==> config.mk <==
export PLATFORM = sky130hd
export DESIGN_NAME = inode_cache_refcount_table
export DESIGN_NICKNAME = d
export VERILOG_FILES = /design/src/rtl/icrt_pkg.sv /design/src/rtl/icrt_ram.sv /design/src/rtl/icrt_scan.sv /design/src/rtl/inode_cache_refcount_table.sv
export VERILOG_INCLUDE_DIRS = /design/src /design/src/rtl
export SDC_FILE = /design/constraint.sdc
export NUM_CORES = 2
export LEC_CHECK = 0
export BUFFER_PORTS_ARGS = -buffer_cell sky130_fd_sc_hd__buf_2
export CORE_MARGIN = 10
export CORE_UTILIZATION = 40
export CTS_CLUSTER_DIAMETER = 80
export DETAILED_ROUTE_END_ITERATION = 16
export PLACE_DENSITY = 0.57
export SLEW_MARGIN = 15
export SYNTH_ARGS = -nofsm -noshare
export SYNTH_HDL_FRONTEND = slang
export SYNTH_HIERARCHICAL = 1
export SYNTH_SLANG_ARGS = --single-unit
export TNS_END_PERCENT = 10
==> constraint.sdc <==
create_clock -name clock -period 14.5 [get_ports clock]
set_input_delay 0.725 -clock clock [delete_from_list [all_inputs] [get_ports clock]]
set_output_delay 0.725 -clock clock [all_outputs]
set_load 0.03 [all_outputs]
==> src/rtl/inode_cache_refcount_table_macros.svh <==
// Assertion macros for the inode cache refcount table.
// Included by the top level; uses its clock and reset ports.
`ifndef INODE_CACHE_REFCOUNT_TABLE_MACROS_SVH
`define INODE_CACHE_REFCOUNT_TABLE_MACROS_SVH

// same-cycle implication
`define ICRT_ASSERT_IMPLY(label, ante, cons) \
   label: assert property (@(posedge clock) disable iff (reset) (ante) |-> (cons)) \
      else $error("icrt assertion failed");

// next-cycle implication
`define ICRT_ASSERT_NEXT(label, ante, cons) \
   label: assert property (@(posedge clock) disable iff (reset) (ante) |=> (cons)) \
      else $error("icrt assertion failed");

`endif

==> src/rtl/icrt_pkg.sv <==
// Shared types, constants and helper functions of the inode cache refcount table.
// No dependencies.
package icrt_pkg;

   localparam int SLOTS    = 64;
   localparam int IDX_W    = $clog2(SLOTS);
   localparam int CNT_W    = $clog2(SLOTS + 1);
   localparam int IPB_LOG2 = 3;
   localparam int INODES_PER_BLOCK = 1 << IPB_LOG2;

   localparam int DEV_W    = 4;
   localparam int INO_W    = 16;
   localparam int SLOT_W   = 6;
   localparam int START_W  = 24;
   localparam int BLK_W    = 25;
   localparam int OFF_W    = 3;
   localparam int REFS_W   = 8;
   localparam int STATUS_W = 3;

   localparam logic [REFS_W-1:0] REFS_MAX = '1;

   // item kinds on req_kind
   localparam logic KIND_GET = 1'b0;
   localparam logic KIND_PUT = 1'b1;

   typedef enum logic [STATUS_W-1:0] {
      ST_HIT       = 3'd0,
      ST_LOADED    = 3'd1,
      ST_FULL      = 3'd2,
      ST_RELEASED  = 3'd3,
      ST_WRITEBACK = 3'd4,
      ST_UNDERFLOW = 3'd5
   } status_type;

   typedef struct packed {
      logic               valid;
      logic [DEV_W-1:0]   device;
      logic [INO_W-1:0]   inode;
      logic [REFS_W-1:0]  refs;
      logic               dirty;
   } entry_type;

   localparam int ENTRY_W = $bits(entry_type);

   // outcome of one lookup pass over the table
   typedef struct packed {
      logic              hit;
      logic [IDX_W-1:0]  hit_idx;
      entry_type         hit_entry;
      logic              free;
      logic [IDX_W-1:0]  free_idx;
   } scan_status_type;

   typedef struct packed {
      logic [BLK_W-1:0] blk;
      logic [OFF_W-1:0] off;
   } locate_type;

   // on-disk position of an inode; inode zero wraps to the last entry
   function automatic locate_type locate(logic [INO_W-1:0] ino, logic [START_W-1:0] start);
      logic [INO_W-1:0] n;
      logic [INO_W-1:0] q;
      logic [INO_W-1:0] r;
      locate_type       res;
      n = ino - INO_W'(1);
      q = n >> IPB_LOG2;
      r = n & INO_W'(INODES_PER_BLOCK - 1);
      res.blk = BLK_W'(q) + BLK_W'(start);
      res.off = r[OFF_W-1:0];
      return res;
   endfunction

   function automatic logic [SLOT_W-1:0] to_slot(logic [IDX_W-1:0] i);
      logic [IDX_W+SLOT_W-1:0] w;
      w = {{SLOT_W{1'b0}}, i};
      return w[SLOT_W-1:0];
   endfunction

   function automatic logic [IDX_W-1:0] to_idx(logic [SLOT_W-1:0] s);
      logic [IDX_W+SLOT_W-1:0] w;
      w = {{IDX_W{1'b0}}, s};
      return w[IDX_W-1:0];
   endfunction

   function automatic logic in_table(logic [SLOT_W-1:0] s);
      logic [31:0] w;
      w = 32'(s);
      return w < 32'(SLOTS);
   endfunction

endpackage

==> src/rtl/icrt_ram.sv <==
// Generic single-port-write, single-port-read RAM with registered read data.
// No dependencies.
module icrt_ram #(
   parameter int WIDTH = 30,
   parameter int DEPTH = 64
) (
   input  logic                     clock,
   input  logic                     wr_en,
   input  logic [$clog2(DEPTH)-1:0] wr_addr,
   input  logic [WIDTH-1:0]         wr_data,
   input  logic [$clog2(DEPTH)-1:0] rd_addr,
   output logic [WIDTH-1:0]         rd_data
);

   logic [WIDTH-1:0] mem_ff [DEPTH];
   logic [WIDTH-1:0] rd_data_ff;

   always_ff @(posedge clock) begin
      if (wr_en) begin
         mem_ff[wr_addr] <= wr_data;
      end
      rd_data_ff <= mem_ff[rd_addr];
   end

   assign rd_data = rd_data_ff;

endmodule

==> src/rtl/icrt_scan.sv <==
// Lookup tracker: watches the entries streamed out of the slot memory and keeps
// the first key match and the first zero-count slot. Depends on icrt_pkg.
module icrt_scan (
   input  logic                          clock,
   input  logic                          reset,
   input  logic                          clear,
   input  logic                          beat_valid,
   input  logic [icrt_pkg::IDX_W-1:0]    beat_idx,
   input  icrt_pkg::entry_type           beat_entry,
   input  logic [icrt_pkg::DEV_W-1:0]    key_device,
   input  logic [icrt_pkg::INO_W-1:0]    key_inode,
   output icrt_pkg::scan_status_type     scan
);

   icrt_pkg::scan_status_type scan_ff;
   logic                      match;
   logic                      empty;

   assign match = beat_entry.valid && (beat_entry.device == key_device)
                  && (beat_entry.inode == key_inode);
   assign empty = (beat_entry.refs == '0);

   always_ff @(posedge clock) begin
      if (reset || clear) begin
         scan_ff.hit  <= 1'b0;
         scan_ff.free <= 1'b0;
      end else if (beat_valid && !scan_ff.hit) begin
         if (match) begin
            scan_ff.hit       <= 1'b1;
            scan_ff.hit_idx   <= beat_idx;
            scan_ff.hit_entry <= beat_entry;
         end
         if (empty && !scan_ff.free) begin
            scan_ff.free     <= 1'b1;
            scan_ff.free_idx <= beat_idx;
         end
      end
   end

   assign scan = scan_ff;

endmodule

==> src/rtl/inode_cache_refcount_table.sv <==
// Inode cache refcount table: top level with sequencer, slot memory and result register.
// Depends on icrt_pkg, icrt_ram, icrt_scan and inode_cache_refcount_table_macros.svh.
//
// A table of SLOTS in-memory inode slots keyed by (device, inode number), held
// in one slot memory with one read and one write port. One item is worked on at
// a time. A get (kind 0) walks the whole table through the read port, one slot
// per cycle, remembering the first key match and the first slot with a zero
// count; it ends early on a match. A hit raises the count (saturating at 255);
// a miss claims the lowest free slot and reports the inode's disk block and
// offset; no free slot gives table full. A put (kind 1) reads one slot, lowers
// its count, optionally marks it dirty, and reports a writeback when a dirty
// slot drops to zero; a put to a zero-count slot gives underflow. How long a
// get takes is set by the table walk through the single memory read port, and
// it ends sooner on an early hit; a put reads only the one named slot.
// A finished result sits in the output register, and the next item is taken
// while it waits; the next result is only loaded once that register is free.
// Slots never written since reset read as all zero through a per-slot written
// flag, so no clearing pass is needed. The inode table start register may be
// written at any time the block is idle; csr_ready is always high.
`include "inode_cache_refcount_table_macros.svh"

module inode_cache_refcount_table (
   input  logic                             clock,
   input  logic                             reset,
   // configuration write
   input  logic                             csr_valid,
   output logic                             csr_ready,
   input  logic [icrt_pkg::START_W-1:0]     csr_inode_table_start,
   // request items
   input  logic                             req_valid,
   output logic                             req_stall,
   input  logic                             req_kind,
   input  logic [icrt_pkg::DEV_W-1:0]       req_device,
   input  logic [icrt_pkg::INO_W-1:0]       req_inode_number,
   input  logic [icrt_pkg::SLOT_W-1:0]      req_slot_index,
   input  logic                             req_mark_dirty,
   // response items
   output logic                             rsp_valid,
   input  logic                             rsp_stall,
   output logic [icrt_pkg::STATUS_W-1:0]    rsp_status,
   output logic [icrt_pkg::SLOT_W-1:0]      rsp_slot,
   output logic [icrt_pkg::BLK_W-1:0]       rsp_disk_block,
   output logic [icrt_pkg::OFF_W-1:0]       rsp_block_offset,
   output logic [icrt_pkg::REFS_W-1:0]      rsp_ref_count
);

   typedef enum logic [2:0] {
      IDLE,
      SCAN,
      GET_DONE,
      PUT_RD,
      PUT_DONE
   } state_type;

   state_type                         state_ff;

   // latched item
   logic                              kind_ff;
   logic [icrt_pkg::DEV_W-1:0]        dev_ff;
   logic [icrt_pkg::INO_W-1:0]        ino_ff;
   logic [icrt_pkg::SLOT_W-1:0]       idx_ff;
   logic                              dirty_ff;

   logic [icrt_pkg::START_W-1:0]      start_ff;

   // table walk
   logic [icrt_pkg::CNT_W-1:0]        cnt_ff;
   logic                              beat_ff;
   logic [icrt_pkg::IDX_W-1:0]        beat_idx_ff;

   // written flags, one per slot
   logic [icrt_pkg::SLOTS-1:0]        written_ff;
   logic                              rd_written_ff;

   // result register
   logic                              rsp_valid_ff;
   logic [icrt_pkg::STATUS_W-1:0]     rsp_status_ff;
   logic [icrt_pkg::SLOT_W-1:0]       rsp_slot_ff;
   logic [icrt_pkg::BLK_W-1:0]        rsp_disk_block_ff;
   logic [icrt_pkg::OFF_W-1:0]        rsp_block_offset_ff;
   logic [icrt_pkg::REFS_W-1:0]       rsp_ref_count_ff;

   logic                              req_accept;
   logic                              out_free;
   logic                              finish;
   logic                              scan_more;
   logic                              scan_done;

   logic [icrt_pkg::IDX_W-1:0]        rd_addr;
   logic [icrt_pkg::ENTRY_W-1:0]      rd_data;
   icrt_pkg::entry_type               rd_entry;

   icrt_pkg::scan_status_type         scan;

   // result of the finishing cycle
   logic                              wr_en;
   logic [icrt_pkg::IDX_W-1:0]        wr_addr;
   icrt_pkg::entry_type               wr_entry;
   icrt_pkg::status_type              res_status;
   logic [icrt_pkg::SLOT_W-1:0]       res_slot;
   logic [icrt_pkg::REFS_W-1:0]       res_refs;
   logic                              res_locate;
   logic [icrt_pkg::INO_W-1:0]        loc_ino;
   icrt_pkg::locate_type              loc;
   logic                              put_dirty;
   logic [icrt_pkg::REFS_W-1:0]       put_refs;

   // terms for the checks at the end
   logic                              hit_key_ok;
   logic                              rsp_loaded;
   logic                              rsp_failed;

   assign csr_ready  = 1'b1;
   assign req_stall  = (state_ff != IDLE);
   assign req_accept = req_valid && !req_stall;
   assign out_free   = !rsp_valid_ff || !rsp_stall;
   assign finish     = ((state_ff == GET_DONE) || (state_ff == PUT_DONE)) && out_free;

   // walk issues one address per cycle until the end or a hit
   assign scan_more = (state_ff == SCAN) && (cnt_ff < icrt_pkg::CNT_W'(icrt_pkg::SLOTS))
                      && !scan.hit;
   assign scan_done = scan.hit
                      || ((cnt_ff == icrt_pkg::CNT_W'(icrt_pkg::SLOTS)) && !beat_ff);

   assign rd_addr  = (kind_ff == icrt_pkg::KIND_PUT) ? icrt_pkg::to_idx(idx_ff)
                                                     : cnt_ff[icrt_pkg::IDX_W-1:0];
   assign rd_entry = rd_written_ff ? icrt_pkg::entry_type'(rd_data) : '0;

   icrt_ram #(
      .WIDTH (icrt_pkg::ENTRY_W),
      .DEPTH (icrt_pkg::SLOTS)
   ) u_slot_ram (
      .clock   (clock),
      .wr_en   (wr_en),
      .wr_addr (wr_addr),
      .wr_data (wr_entry),
      .rd_addr (rd_addr),
      .rd_data (rd_data)
   );

   icrt_scan u_scan (
      .clock      (clock),
      .reset      (reset),
      .clear      (req_accept),
      .beat_valid (beat_ff),
      .beat_idx   (beat_idx_ff),
      .beat_entry (rd_entry),
      .key_device (dev_ff),
      .key_inode  (ino_ff),
      .scan       (scan)
   );

   // put arithmetic on the slot read back
   assign put_dirty = rd_entry.dirty || dirty_ff;
   assign put_refs  = rd_entry.refs - icrt_pkg::REFS_W'(1);

   assign loc_ino = (state_ff == PUT_DONE) ? rd_entry.inode : ino_ff;
   assign loc     = icrt_pkg::locate(loc_ino, start_ff);

   always_comb begin
      wr_en      = 1'b0;
      wr_addr    = scan.hit_idx;
      wr_entry   = scan.hit_entry;
      res_status = icrt_pkg::ST_FULL;
      res_slot   = '0;
      res_refs   = '0;
      res_locate = 1'b0;
      if (state_ff == GET_DONE) begin
         if (scan.hit) begin
            wr_en         = finish;
            if (scan.hit_entry.refs != icrt_pkg::REFS_MAX) begin
               wr_entry.refs = scan.hit_entry.refs + icrt_pkg::REFS_W'(1);
            end
            res_status    = icrt_pkg::ST_HIT;
            res_slot      = icrt_pkg::to_slot(scan.hit_idx);
            res_refs      = wr_entry.refs;
         end else if (scan.free) begin
            // claim the lowest zero-count slot
            wr_en           = finish;
            wr_addr         = scan.free_idx;
            wr_entry.valid  = 1'b1;
            wr_entry.device = dev_ff;
            wr_entry.inode  = ino_ff;
            wr_entry.refs   = icrt_pkg::REFS_W'(1);
            wr_entry.dirty  = 1'b0;
            res_status      = icrt_pkg::ST_LOADED;
            res_slot        = icrt_pkg::to_slot(scan.free_idx);
            res_refs        = icrt_pkg::REFS_W'(1);
            res_locate      = 1'b1;
         end
      end else begin
         wr_addr  = icrt_pkg::to_idx(idx_ff);
         wr_entry = rd_entry;
         res_slot = idx_ff;
         if (!icrt_pkg::in_table(idx_ff) || (rd_entry.refs == '0)) begin
            res_status = icrt_pkg::ST_UNDERFLOW;
         end else begin
            wr_en         = finish;
            wr_entry.refs = put_refs;
            res_refs      = put_refs;
            if ((put_refs == '0) && put_dirty) begin
               // last reference to a modified inode: write it back
               wr_entry.dirty = 1'b0;
               res_status     = icrt_pkg::ST_WRITEBACK;
               res_locate     = 1'b1;
            end else begin
               wr_entry.dirty = put_dirty;
               res_status     = icrt_pkg::ST_RELEASED;
            end
         end
      end
   end

   always_ff @(posedge clock) begin
      if (reset) begin
         state_ff      <= IDLE;
         kind_ff       <= icrt_pkg::KIND_GET;
         start_ff      <= '0;
         cnt_ff        <= '0;
         beat_ff       <= 1'b0;
         written_ff    <= '0;
         rd_written_ff <= 1'b0;
         rsp_valid_ff  <= 1'b0;
      end else begin
         if (csr_valid && csr_ready) begin
            start_ff <= csr_inode_table_start;
         end

         rd_written_ff <= written_ff[rd_addr];
         beat_ff       <= scan_more;
         beat_idx_ff   <= cnt_ff[icrt_pkg::IDX_W-1:0];

         if (wr_en) begin
            written_ff[wr_addr] <= 1'b1;
         end

         // a finishing item reloads the register in the same cycle
         if (rsp_valid_ff && !rsp_stall && !finish) begin
            rsp_valid_ff <= 1'b0;
         end

         case (state_ff)
            IDLE: begin
               if (req_accept) begin
                  kind_ff  <= req_kind;
                  dev_ff   <= req_device;
                  ino_ff   <= req_inode_number;
                  idx_ff   <= req_slot_index;
                  dirty_ff <= req_mark_dirty;
                  cnt_ff   <= '0;
                  state_ff <= (req_kind == icrt_pkg::KIND_PUT) ? PUT_RD : SCAN;
               end
            end
            SCAN: begin
               if (scan_more) begin
                  cnt_ff <= cnt_ff + icrt_pkg::CNT_W'(1);
               end
               if (scan_done) begin
                  state_ff <= GET_DONE;
               end
            end
            PUT_RD: begin
               state_ff <= PUT_DONE;
            end
            GET_DONE, PUT_DONE: begin
               if (finish) begin
                  rsp_valid_ff        <= 1'b1;
                  rsp_status_ff       <= res_status;
                  rsp_slot_ff         <= res_slot;
                  rsp_ref_count_ff    <= res_refs;
                  rsp_disk_block_ff   <= res_locate ? loc.blk : '0;
                  rsp_block_offset_ff <= res_locate ? loc.off : '0;
                  state_ff            <= IDLE;
               end
            end
            default: begin
               state_ff <= IDLE;
            end
         endcase
      end
   end

   assign rsp_valid        = rsp_valid_ff;
   assign rsp_status       = rsp_status_ff;
   assign rsp_slot         = rsp_slot_ff;
   assign rsp_disk_block   = rsp_disk_block_ff;
   assign rsp_block_offset = rsp_block_offset_ff;
   assign rsp_ref_count    = rsp_ref_count_ff;

   assign hit_key_ok = scan.hit_entry.valid && (scan.hit_entry.device == dev_ff)
                       && (scan.hit_entry.inode == ino_ff);
   assign rsp_loaded = rsp_valid_ff && (rsp_status_ff == icrt_pkg::ST_LOADED);
   assign rsp_failed = rsp_valid_ff && ((rsp_status_ff == icrt_pkg::ST_FULL)
                       || (rsp_status_ff == icrt_pkg::ST_UNDERFLOW));

   // a recorded hit really carries the key of the item being looked up
   `ICRT_ASSERT_IMPLY(a_hit_key, (state_ff == GET_DONE) && scan.hit, hit_key_ok)

   // a freshly loaded slot always starts with one reference
   `ICRT_ASSERT_IMPLY(a_load_one, rsp_loaded, rsp_ref_count_ff == icrt_pkg::REFS_W'(1))

   // full and underflow results carry no count and no disk position
   `ICRT_ASSERT_IMPLY(a_fail_zero, rsp_failed, ~|{rsp_ref_count_ff, rsp_disk_block_ff})

   // a slot written by a finishing item is flagged as written afterwards
   `ICRT_ASSERT_NEXT(a_written, wr_en, written_ff[$past(wr_addr)])

endmodule
==> flow_metrics.tcl <==
set metrics [dict create \
    cp-end-kind "flop" \
    fin_ws_ns 9.34 \
    drt-pass1-iter-count 8 \
    track_usage_pct 19.0 \
    powerDensity_nw_per_um2 139 \
    yosysWarningCount 6 \
    cts_root_buf "clkbuf_16" \
    hold-path-cell-count 1 \
    final_nets 4741 \
    core_area_um2 212000 \
    start_kind "flop" \
    hpwlAfterDp_um 130000 \
    outcome "finished, final reports clean" \
    rsz0062_at_grt "no" \
    crit_family "buffers and inverters" \
    cp.arrival_ns 5.85 \
    clock-sinks 2174 \
    reg2reg_from "kind_ff" \
    synth_fp_nets 4490 \
    layout_worst_path_cycle_share_pct 35.6 \
    synth_seq_cells 2174 \
    path_class "flop to flop" \
    ys_types 85 \
    grt_pass1_vias 44100 \
    ir_worst_vdd_mv 0.141 \
    finalSetupTns_ns 0 \
    finalInstanceArea_um2 97500 \
    path_max_fanout 57 \
    rrSetupSlack_ns 9.34 \
    synthAdderAreaFrac_pct 0.346 \
    synthSimpleGateAreaFrac_pct 3.82 \
    r2r_end "u_slot_ram/rd_data[10]" \
    min_period_ns 5.16 \
    antenna_left 0 \
    pre_cts_ws_ns 9.13 \
    dieHeight_um 482 \
    drive_above_1_share_pct 22.8 \
    rows 169 \
    synth_compound_area_share_pct 4.27 \
    ys_seq_area_share_pct 74.9 \
    drcViolationCount 0 \
    place_area_um2 90300 \
    die_w_um 482 \
    cap_violations 0 \
    regArea_um2 63900 \
    syn-instance-count 4410 \
    max_stage_delay_ns 0.75 \
    multi_input_area_um2 21000 \
    slowest_stage "buf_4" \
    holdPathEnd "idx_ff[0]" \
    grt_pass1_wl_um 323000 \
    synth_xor_area_share_pct 0.667 \
    cp_num_buf_inv 3 \
    p_leak_nw 30.3 \
    drt_iter0_drc 4511 \
    finalHoldViolations 0 \
    initial_core_util_pct 40.2 \
    final.setup_skew_ns 0.0348 \
    finalSetupViolCount 0 \
    area_delta_synth_final_pct 14.2 \
    path_clk_slew_ns 0.06 \
    overflow 0 \
    synthFlopType "edfxtp_1" \
    via_count 43900 \
    synth_edf_count 2040 \
    cts_buffers 219 \
    netlist_area_um2 85400 \
    hold_class "input port to flop" \
    relSlewSlack_pct 19.4 \
    hold_start "req_slot_index[0]" \
    cpMostUsedCell "buf_4" \
    required_ns 15.19 \
    io_buffers 103 \
    ioPinCount 105 \
    drv_slew 0 \
    clock_latency_ns 0.87 \
    worst_pin_slew_ns 1.20 \
    dieArea_um2 232000 \
    fmax_mhz 194 \
    cts.path.max_buffers 3 \
    h-tree-depth 4 \
    synth_top_family_by_area "multiplexers" \
    n_fill_cell 17900 \
    path_cells "mux2_8, buf_4, buf_4, buf_4, mux4_2, o221ai_1, or4_1, o21ai_0" \
    grt_max_degree 128 \
    syn_area_per_cell_um2 19.4 \
    synth.area.mux_share_pct 14.4 \
    vias_per_cell 5.73 \
    routed_wirelength_um 224000 \
    synthArstFlopShare_pct 0 \
    routedWlPerCell_um 29.2 \
    antenna_found_initial 5 \
    place_congestion 0.824 \
    r2r_cells 8 \
    cts_tree "yes" \
]
## timing repair
action | in CTS | in global routing
resized for setup | 0 | 0
hold buffers | 17 | 0
hold endpoints to repair | 17 | 0
setup buffers | 0 | 0
## logic make-up after synthesis
family          Yosys count
buf+inv                 266
simple gates            657
flops                  2174
fa+ha+maj                23
compound gates          511
other cells               1
xor+xnor                 65
mux                     713
## per-layer routing
metal,routed length (um),global-route usage [%],vias to the layer above
met5,0,0,-
met3,14400,3.16,300
met4,5880,5.27,0
met2,107000,30.6,1520
met1,96500,26.8,23500
li1,-,-,18600
## Yosys cell counts, types with 5 or more instances
| cell type | count | share of area, % |
|---|---|---|
| and2_1 | 32 | 0.23 |
| buf_6 | 16 | 0.21 |
| or4_1 | 6 | 0.053 |
| edfxtp_1 | 2040 | 72 |
| o2bb2ai_1 | 61 | 0.63 |
| a211oi_1 | 6 | 0.053 |
| nor2b_1 | 47 | 0.34 |
| mux2i_1 | 296 | 3.5 |
| a22oi_1 | 126 | 1.1 |
| ha_1 | 22 | 0.32 |
| o221ai_1 | 12 | 0.12 |
| nand3b_1 | 9 | 0.079 |
| buf_2 | 57 | 0.33 |
| mux4_2 | 410 | 11 |
| o31ai_1 | 5 | 0.044 |
| or3b_2 | 6 | 0.062 |
| or3_1 | 10 | 0.073 |
| a21oi_1 | 41 | 0.24 |
| xor2_1 | 43 | 0.44 |
| o211ai_1 | 5 | 0.044 |
| o22a_1 | 7 | 0.072 |
| nand2b_1 | 28 | 0.21 |
| clkbuf_1 | 111 | 0.49 |
| buf_4 | 39 | 0.34 |
| dfxtp_1 | 134 | 3.1 |
| and3_1 | 10 | 0.073 |
| o311ai_1 | 6 | 0.062 |
| nor3_1 | 36 | 0.21 |
| nand4_1 | 32 | 0.23 |
| a311oi_1 | 21 | 0.22 |
| a31oi_1 | 10 | 0.073 |
| o22ai_1 | 54 | 0.40 |
| nand2_1 | 127 | 0.56 |
| nor4_1 | 17 | 0.12 |
| o21ai_0 | 84 | 0.49 |
| nor2_1 | 219 | 0.96 |
| nand3_1 | 53 | 0.31 |
| buf_1 | 14 | 0.062 |
| a22o_1 | 26 | 0.27 |
| a21o_1 | 21 | 0.18 |
| inv_1 | 26 | 0.11 |
| xnor2_1 | 22 | 0.23 |
## metrics by stage
stage / power (mW) / cells / hold WS [ns] / utilization, %
2_1_floorplan: 7.80 / 4410 / 0.406 / -
3_3_place_gp: 8.17 / 7241 / 0.423 / 42.5
3_5_place_dp: 8.18 / 7242 / 0.435 / 42.5
4_1_cts: 13.7 / 7663 / 0.00641 / 45.9
5_1_grt: 14.0 / 7665 / 0.0210 / 45.9
6_report: 13.6 / 7667 / 0.0690 / 45.9
## worst register-to-register path: cells and delay by family (launching register included)
| kind | cells | cell delay (ns) |
|---|---|---|
| multiplexers | 2 | 1.37 |
| AO/OA/AOI/OAI | 2 | 0.46 |
| AND/OR/NAND/NOR | 1 | 0.24 |
| flip-flops | 1 | 0.71 |
| buffers and inverters | 3 | 2.21 |
## report_power, final
group          switching [mW]  internal, mW
clock network            2.37          3.15
registers              0.0592          6.96
logic                   0.660         0.362
total                    3.09          10.5
## state kept, by name, summed over array words and instances (netlist names), 3 cells and up
| signal | count |
|---|---|
| u_scan/scan | 44 |
| cnt_ff | 7 |
| written_ff | 64 |
| dev_ff | 4 |
| rsp_block_offset | 3 |
| u_slot_ram/mem_ff | 1920 |
| start_ff | 24 |
| state_ff | 3 |
| rsp_slot | 6 |
| rsp_status | 3 |
| rsp_disk_block | 25 |
| ino_ff | 16 |
| idx_ff | 6 |
| rsp_ref_count | 8 |
| u_slot_ram/rd_data | 30 |
| beat_idx_ff | 6 |
## final cells by class
cell class / instances / share of cell area (%)
flip-flops and latches: 2174 / 65.6
multi-input cells: 1970 / 21.5
clock buffers: 274 / 5.91
well taps: 2821 / 3.62
repair buffers: 268 / 1.98
clock inverters: 130 / 1.27
inverters: 28 / 0.116
diodes: 2 / 0.00513
## how the worst max path moves through the flow
| stage | from | endpoint | slack (ns) | depth (start not counted) |
|---|---|---|---|---|
| after floorplan | rd_written_ff | u_scan/scan[10] | 8.56 | 9 |
| after global placement | kind_ff | u_slot_ram/rd_data[10] | 9.21 | 8 |
| after detailed placement | kind_ff | u_slot_ram/rd_data[10] | 9.13 | 8 |
| after CTS | kind_ff | u_slot_ram/rd_data[10] | 9.11 | 8 |
| after global routing | kind_ff | u_slot_ram/rd_data[10] | 8.91 | 9 |
| final | kind_ff | u_slot_ram/rd_data[10] | 9.34 | 8 |
## layout by cell type, fill, tap and decap left out, drive strengths merged, types with 19 or more instances in the layout
master / n
buf: 251
ha: 22
nor3: 38
nand3: 54
edfxtp: 2040
a21oi: 43
o2bb2ai: 61
a311oi: 21
bufinv: 19
a22oi: 127
nor2: 222
a21o: 21
clkbuf: 274
nor4: 19
dfxtp: 134
o21ai: 85
clkinv: 101
and2: 33
xnor2: 22
mux2i: 297
nand4: 32
nand2: 127
nand2b: 28
nor2b: 47
mux4: 412
inv: 34
o22ai: 54
xor2: 43
a22o: 26
(Power assumes the default switching activity.)
